==> config.mk <==
export PLATFORM = sky130hd
export DESIGN_NAME = psts_ctrl
export DESIGN_NICKNAME = d
export VERILOG_FILES = /design/src/psts_pkg.sv /design/src/psts_ctrl.sv
export SDC_FILE = /design/constraint.sdc
export NUM_CORES = 1
export LEC_CHECK = 0
export BUFFER_PORTS_ARGS = -buffer_cell sky130_fd_sc_hd__buf_2
export CORE_MARGIN = 3
export CORE_UTILIZATION = 44
export DETAILED_ROUTE_END_ITERATION = 6
export PLACE_DENSITY = 0.79
export SLEW_MARGIN = 10
export SYNTH_ARGS = -nofsm -noshare
export SYNTH_HDL_FRONTEND = slang
export SYNTH_SLANG_ARGS = --single-unit
==> constraint.sdc <==
create_clock -name clk -period 1.6 [get_ports clk]
set_input_delay 0.08 -clock clk [delete_from_list [all_inputs] [get_ports clk]]
set_output_delay 0.08 -clock clk [all_outputs]
set_load 0.01 [all_outputs]
==> src/psts_pkg.sv <==
`default_nettype none

package psts_pkg;

  // fixed field widths
  localparam int ACT_W      = 3;
  localparam int IDX_W      = 11;
  localparam int VAL_W      = 32;
  localparam int TGT_W      = 48;
  localparam int SUM_W      = 48;
  localparam int FOUND_W    = 10;
  // search remainder width: target plus one spacing plus one weighted left sum
  localparam int GOAL_W     = 50;
  localparam int IN_DATA_W  = 128;
  localparam int OUT_DATA_W = 64;

  typedef enum logic [ACT_W-1:0] {
    ACT_SET       = 3'd0,
    ACT_GET       = 3'd1,
    ACT_PREFIX    = 3'd2,
    ACT_SEARCH    = 3'd3,
    ACT_SEARCH_SP = 3'd4
  } action_t;

  typedef enum logic [3:0] {
    ST_CLEAR,
    ST_IDLE,
    ST_DISPATCH,
    ST_SET_CMP,
    ST_SET_WALK,
    ST_GET_CAP,
    ST_PFX_WALK,
    ST_SRCH_RD,
    ST_SRCH_CMP,
    ST_DONE
  } state_t;

  typedef struct packed {
    logic clr_step;
    logic load;
    logic rd_node;
    logic rd_sib;
    logic rd_root;
    logic set_leaf;
    logic walk_set;
    logic walk_pfx;
    logic cap;
    logic srch_rd;
    logic srch_cmp;
    logic out_load;
  } cmd_t;

  typedef struct packed {
    logic [ACT_W-1:0] act;
    logic             past;
    logic             same;
    logic             skip;
    logic             parent_root;
    logic             leaf_reached;
    logic             clr_last;
  } status_t;

endpackage

`default_nettype wire

==> src/psts_ctrl.sv <==
`default_nettype none

module psts_ctrl (
  input  logic              clk,
  input  logic              rst_n,
  input  logic              in_tvalid,
  output logic              in_tready,
  output logic              out_tvalid,
  input  logic              out_tready,
  input  psts_pkg::status_t sts,
  output psts_pkg::cmd_t    cmd
);

  import psts_pkg::*;

  state_t state_r;
  state_t state_nxt;
  logic   out_valid_r;
  logic   out_valid_nxt;
  logic   out_free;

  assign out_free = !out_valid_r || out_tready;

  always_comb begin
    state_nxt = state_r;
    unique case (state_r)
      ST_CLEAR: begin
        if (sts.clr_last) begin
          state_nxt = ST_IDLE;
        end
      end
      ST_IDLE: begin
        if (in_tvalid) begin
          state_nxt = ST_DISPATCH;
        end
      end
      ST_DISPATCH: begin
        case (sts.act) inside
          ACT_SET:                   state_nxt = sts.past ? ST_DONE : ST_SET_CMP;
          ACT_GET:                   state_nxt = sts.past ? ST_DONE : ST_GET_CAP;
          ACT_PREFIX:                state_nxt = sts.past ? ST_GET_CAP : ST_PFX_WALK;
          ACT_SEARCH, ACT_SEARCH_SP: state_nxt = sts.skip ? ST_DONE : ST_SRCH_RD;
          default:                   state_nxt = ST_DONE;
        endcase
      end
      ST_SET_CMP: begin
        state_nxt = sts.same ? ST_DONE : ST_SET_WALK;
      end
      ST_SET_WALK, ST_PFX_WALK: begin
        if (sts.parent_root) begin
          state_nxt = ST_DONE;
        end
      end
      ST_GET_CAP: begin
        state_nxt = ST_DONE;
      end
      ST_SRCH_RD: begin
        state_nxt = ST_SRCH_CMP;
      end
      ST_SRCH_CMP: begin
        state_nxt = sts.leaf_reached ? ST_DONE : ST_SRCH_RD;
      end
      ST_DONE: begin
        if (out_free) begin
          state_nxt = ST_IDLE;
        end
      end
      default: state_nxt = ST_CLEAR;
    endcase
  end

  always_comb begin
    cmd       = '0;
    in_tready = 1'b0;
    unique case (state_r)
      ST_CLEAR: begin
        cmd.clr_step = 1'b1;
      end
      ST_IDLE: begin
        in_tready = 1'b1;
        cmd.load  = in_tvalid;
      end
      ST_DISPATCH: begin
        case (sts.act) inside
          ACT_SET, ACT_GET: cmd.rd_node = !sts.past;
          ACT_PREFIX: begin
            cmd.rd_root = sts.past;
            cmd.rd_sib  = !sts.past;
          end
          default: ;
        endcase
      end
      ST_SET_CMP: begin
        cmd.set_leaf = !sts.same;
        cmd.rd_sib   = !sts.same;
      end
      ST_SET_WALK: cmd.walk_set = 1'b1;
      ST_PFX_WALK: cmd.walk_pfx = 1'b1;
      ST_GET_CAP:  cmd.cap      = 1'b1;
      ST_SRCH_RD:  cmd.srch_rd  = 1'b1;
      ST_SRCH_CMP: cmd.srch_cmp = 1'b1;
      ST_DONE:     cmd.out_load = out_free;
      default: ;
    endcase
  end

  assign out_valid_nxt = cmd.out_load || (out_valid_r && !out_tready);

  always_ff @(posedge clk) begin
    if (!rst_n) begin
      state_r     <= ST_CLEAR;
      out_valid_r <= 1'b0;
    end else begin
      state_r     <= state_nxt;
      out_valid_r <= out_valid_nxt;
    end
  end

  assign out_tvalid = out_valid_r;

endmodule

`default_nettype wire

# After elaboration in Yosys (flattened, before gate mapping)
# Index checks and enable logic that the tools add are counted.
# totals
register_bits	5
out_inout_bits	14
wordCells	63
# op_classes
n_eq_ne	17
n_mux	31
n_reduce_logical	13
# ops
op	n
$mux W4	13
$pmux W4 S9	1
$eq A4 B3 Y1 const B	4
$mux W1	13
$eq A4 B2 Y1 const B	2
$eq A4 B4 Y1 const B	2
$ne A2 B2 Y1 const B	4
$eq A3 B2 Y1 const B	2
$mux W2	3
$reduce_or A2 Y1	3
$eq A4 B1 Y1 const B	1
$logic_not A1 Y1	4
$logic_not A4 Y1	1
$reduce_and A4 Y1	1
$eq A3 B1 Y1 const B	1
$eq A3 B3 Y1 const B	1
$logic_not A3 Y1	1
$logic_or A1 B1 Y1	2
$pmux W1 S2	1
$logic_and A1 B1 Y1	1

# Logic depth before layout (Yosys ltp)
# Gate-level depths: netlist of run 1.
# depth
word_depth	7
depth_mapped	5

# Least setup slack after synthesis of run 1
# OpenSTA, ideal clock, no wires.
# synth_path
kind	reg2out
start	register state_r[0]
end	output cmd[8] (netlist bit)
arrival_time_ns	1.176
t_required_ns	1.520
path_slack_ns	0.344
path_stages_with_launch	4
cell_sequence	dfxtp_1 -> or2b_1 -> nor3_1 -> o21bai_1
# synth_lines
element	line_no	text
from (decl)	psts_ctrl.sv:16	state_t state_r;
from (signal assigned)	psts_ctrl.sv:114	state_r <= state_nxt;
to (decl)	psts_ctrl.sv:11	output psts_pkg::cmd_t cmd

==> results of run 1 <==
[power by group]
group	switching, mW	total, mW	internal, mW	leakage, nW
Sequential	0.0918	0.258	0.166	0.0414
Combinational	0.321	0.616	0.295	0.282
Clock	0.0576	0.152	0.0947	0.0150
[state kept, by name, indices dropped and copies added (netlist names)]
name and cells:
out_tvalid 1, state_r 4
[layout by cell type (no fill, tap or decap), types with 2 or more instances in the layout]
cell	count
dfxtp_1	3
o31ai_1	3
dfxtp_2	2
nand2b_1	2
nor2_1	10
buf_2	26
nor3_1	5
buf_4	5
nand2_1	4
inv_1	3
clkbuf_4	3
mux2i_1	2
o21ai_0	2
nor3b_1	4
a31oi_1	3
o21bai_1	3
[cell families after synthesis]
kind of cell / Yosys count / synth area share, %
buf+inv: 8 / 9.46
mux: 2 / 3.44
flops: 5 / 17.2
compound gates: 19 / 24.5
simple gates: 42 / 45.4
[per-layer routing]
metal / global-route usage [%] / vias up / wire (microns)
li1: - / 346 / -
met1: 25.1 / 329 / 678
met2: 32.8 / 48 / 810
met3: 7.30 / 4 / 197
met4: 7.45 / 0 / 19
met5: 0 / - / 0
[per-stage QoR]
step	cells	hold slack (ps)	power (mW)	cell area (sq um)	utilization, %
detailed placement	115	378	0.815	716	61.1
floorplan	76	220	0.653	582	-
global placement	115	380	0.801	716	61.1
global route	120	147	1.11	768	65.6
CTS	119	133	0.975	743	63.5
finish	120	140	1.03	768	65.6
[final timing paths]
check	start	endpoint	depth (start not counted)
max	state_r[0]	cmd[8]	4
min	rst_n	out_tvalid	3
max reg2reg	state_r[3]	state_r[3]	5
min reg2reg	state_r[3]	state_r[2]	2
[timing repair]
| action | 4_1_cts | 5_1_grt |
|---|---|---|
| setup buffers | 0 | 1 |
| gates resized for setup | 1 | 4 |
| setup endpoints to repair | 1 | 4 |
| pin swaps | 0 | 1 |
| hold buffers | 0 | 0 |
[layout make-up]
| cell class | count | area share [%] |
|---|---|---|
| clock buffers | 4 | 3.42 |
| inverters | 3 | 1.47 |
| flip-flops and latches | 5 | 13.4 |
| multi-input cells | 63 | 57.7 |
| repair buffers | 31 | 21.8 |
| well taps | 14 | 2.28 |
[worst reg2reg max path, cell delays in order (launching register included)]
cell and delay, ps:
dfxtp_1 380, nand2b_4 210, nor3_4 230, buf_4 140, o2111ai_1 120, a211oi_2 230
==> results.cfg, run 1 <==
[global_routing]
grt_pass1_vias = 650
grt_use_total_pct = 20.5
grt_overflow = 0
grt_start_max_net_pins = 11
grt_pass1_wl_microns = 2890
antenna_found_initial = 0

[die]
rows = 12
die_area_sq_mm = 0.00179
die_y_microns = 42.4
ios = 27
initial_core_util_pct = 49.7
coreArea_sq_mm = 0.00117
die_w_microns = 42.4

[timing]
period_minus_slack_ps = 1520
max_freq_ghz = 0.657
setup_violations = 0
tightest_slew_ps = 437
slew_viol_final = 0
fin_crit_sh_pct = 95.2
relSlewSlack_pct = 70.5
hold_violations = 0
timing.setup.tns_ps = 0
worst_slack_ps = 77.1
clock-skew-final_ps = 1.17

[drt]
num_vias = 727
drtAntennaViolNets = 0
dr.first_iter.drc_count = 28
firstDrtPassIters = 4
wire_per_inst_microns = 14.2
wirelength_microns = 1710
vias_per_cell = 6.06
drcViolationCount = 0

[clock_network]
cts_tree = yes
clock_path_buffers = 2
cts_made_buffers = 3
htree_levels = 1
path_clk_slew_ps = 50
cts_num_sinks = 5
clock_latency_ps = 240
clockRootBuffer = clkbuf_4

[synth]
synth_edf_count = 0
synth.distinct_cells = 38
yosysMostFrequentCell = nor2_1
synth-main-ff-cell = dfxtp_1
syn_nets = 89
synthArstFlopShare_pct = 0
synth_commonest_cells = nor2_1 (10), dfxtp_1 (5), nor3_1 (5), nor3b_1 (5), nand2_1 (4)
ys_ff_latch = 5
synth_top_cell_by_area = dfxtp_1
syn_area_sq_um = 582
seq_area_frac_synth_pct = 17.2
synthCells = 76
yosys_warnings = 0
synthTopCellsByArea = dfxtp_1 (17%), nor2_1 (6.5%), nor3b_1 (6.5%)
syn_area_per_cell_sq_um = 7.66
yosysTopAreaCellShare_pct = 17.2

[pwr]
worst_ir_drop_vdd_mv = 0.635
p_leak_nw = 0.339
powerDensity_mw_per_mm2 = 1340

[setup_path]
crit_arrival_ps = 1440
crit_fanout = 10
worst-path-buf-inv = 1
worstPathCellList = or2b_1, nor3_1, o21bai_1, buf_2
cp_slowest_cell = dfxtp_2
startpoint_type = register
path_class = register to output pin
crit_required_ps = 1520
cp-end-kind = output pin
path_delay_family = simple AND/OR/NAND/NOR gates
regToRegSetupSlack_ps = 200
critical_path.max_stage_delay_ps = 440

[final_layout]
diodes = 0
multi_input_comb_area_sq_um = 443
seq_area_sq_um = 103
fillers = 113
drive_above_1_share_pct = 41.5
area_growth_pct = 32.0
layout.nets = 120

[placed_design]
place.gp.congestion = 0.967
dpl_worst_slack_ps = 199
dpl.hpwl_microns = 1360
io_buffers = 26

[hold_path]
hold_path_class = input pin to register

[job]
cap_viol_max_count = 0

[status]
outcome = completed
Note: power is estimated with default switching activity, not from simulation.
==> inputs of run 2 (changes only) <==
CORE_ASPECT_RATIO = 0.9   (was unset)
CORE_UTILIZATION = 25   (was 44)
PLACE_DENSITY = 0.51   (was 0.79)
==> results.cfg, run 2 (same netlist as run 1, synthesis figures left out) <==
[status]
outcome = completed

[job]
cap_viol_max_count = 0

[pwr]
worst_ir_drop_vdd_mv = 0.517
p_total_mw = 1.07
p_leak_nw = 0.348
powerDensity_mw_per_mm2 = 1340

[final_layout]
finalInstanceArea_sq_um = 798
largest_reg_flops = 4
top_register = state_r
drive_above_1_share_pct = 42.1
diodes = 0
area_growth_pct = 37.2
layout.cells.non_filler = 132
layout_commonest_cell = buf_2
final_cell_mix = buf_2 (26), nor2_1 (10), buf_4 (6)
fillers = 225
layout.nets = 121

[setup_path]
worstPathCellList = buf_4, nand2_1, nor3_1, buf_2
ff2ff_path_depth = 4
cp-end-kind = output pin
critical_path.max_stage_delay_ps = 560
path_depth = 4
crit_fanout = 10
path_class = register to output pin
crit_arrival_ps = 1490
rr_endpoint = state_r[1]
path_delay_family = flip-flops
timing.rr.start = state_r[2]
worst-path-buf-inv = 2
cp_slowest_cell = dfxtp_1
crit_required_ps = 1520
regToRegSetupSlack_ps = 130
startpoint_type = register

[hold_path]
whs_endpoint = out_tvalid
worstHoldStart = rst_n
min_path_cells = 3
hold_path_class = input pin to register

[clock_network]
clock_latency_ps = 250
path_clk_slew_ps = 50
htree_levels = 1
cts_num_sinks = 5
clock_path_buffers = 2
cts_tree = yes
cts_made_buffers = 3
clockRootBuffer = clkbuf_4

[global_routing]
antenna_found_initial = 0
grt_pass1_vias = 678
grt_start_max_net_pins = 11
grt_pass1_wl_microns = 2870
grt_overflow = 0
grt_use_total_pct = 12.2

[timing]
hold_violations = 0
period_minus_slack_ps = 1570
clock-skew-final_ps = 1.51
slew_viol_final = 0
max_freq_ghz = 0.638
fin_crit_sh_pct = 97.9
worst_hold_slack_ps = 129
relSlewSlack_pct = 72.2
tightest_slew_ps = 411
setup_violations = 0

[die]
die_area_sq_mm = 0.00294
coreArea_sq_mm = 0.00206
rows = 15
initial_core_util_pct = 28.2
die_w_microns = 56.9
ios = 27
die_y_microns = 51.8

[placed_design]
dpl.hpwl_microns = 1360
dpl.cell_count = 128
place_area_sq_um = 744
place.gp.congestion = 0.820
io_buffers = 26

[drt]
drcViolationCount = 0
num_vias = 686
wirelength_microns = 1670
firstDrtPassIters = 4
vias_per_cell = 5.20
dr.first_iter.drc_count = 17
wire_per_inst_microns = 12.7
drtAntennaViolNets = 0
-- run 2: where the power goes --
part           leakage [nW]  switching, mW  internal (mW)
Combinational         0.292          0.363          0.322
Clock                0.0150         0.0621         0.0950
Sequential           0.0412         0.0649          0.163
-- run 2: worst register-to-register path, cell delays in order, from the launching register on --
cell     delay, ps
dfxtp_1        560
nor3b_1        300
a21oi_1        110
or3_1          330
o31ai_1         80
-- run 2: what timing repair did --
item,CTS,global route
endpoints found under the setup margin,1,2
hold buffers,0,0
resized for setup,1,5
gates cloned,0,0
hold endpoints to repair,0,0
buffers inserted,0,0
-- run 2: final cells by class --
cell class	count	area [sq um]	area share, %
clock buffers	4	26.3	3.29
multi-input cells	63	453	56.7
flip-flops and latches	5	101	12.7
repair buffers	32	175	21.9
well taps	25	31.3	3.92
inverters	3	11.3	1.41
-- run 2: through the flow --
| stage | setup WS (ps) | util, % | TNS, ps |
|---|---|---|---|
| floorplan | 344 | - | 0 |
| global placement | 139 | 36.1 | 0 |
| detailed placement | 234 | 36.1 | 0 |
| CTS | 68.8 | 37.6 | 0 |
| global route | -1.43 | 38.7 | -1.43 |
| finish | 33.6 | 38.7 | 0 |
-- run 2: worst max-delay path by stage --
stage | start | to | slack (ps)
final | state_r[2] | cmd[5] | 30
after global routing | state_r[2] | cmd[5] | -1
after CTS | state_r[3] | cmd[8] | 70
after detailed placement | state_r[2] | state_r[1] | 230
after global placement | state_r[2] | state_r[1] | 140
after floorplan | state_r[0] | cmd[8] | 340
-- run 2: layer usage --
| layer | share of wire (%) | global-route usage, % |
|---|---|---|
| met1 | 50 | 16.3 |
| met2 | 43 | 19.4 |
| met3 | 5.6 | 1.49 |
| met4 | 1.5 | 5.79 |
| met5 | 0 | 0 |
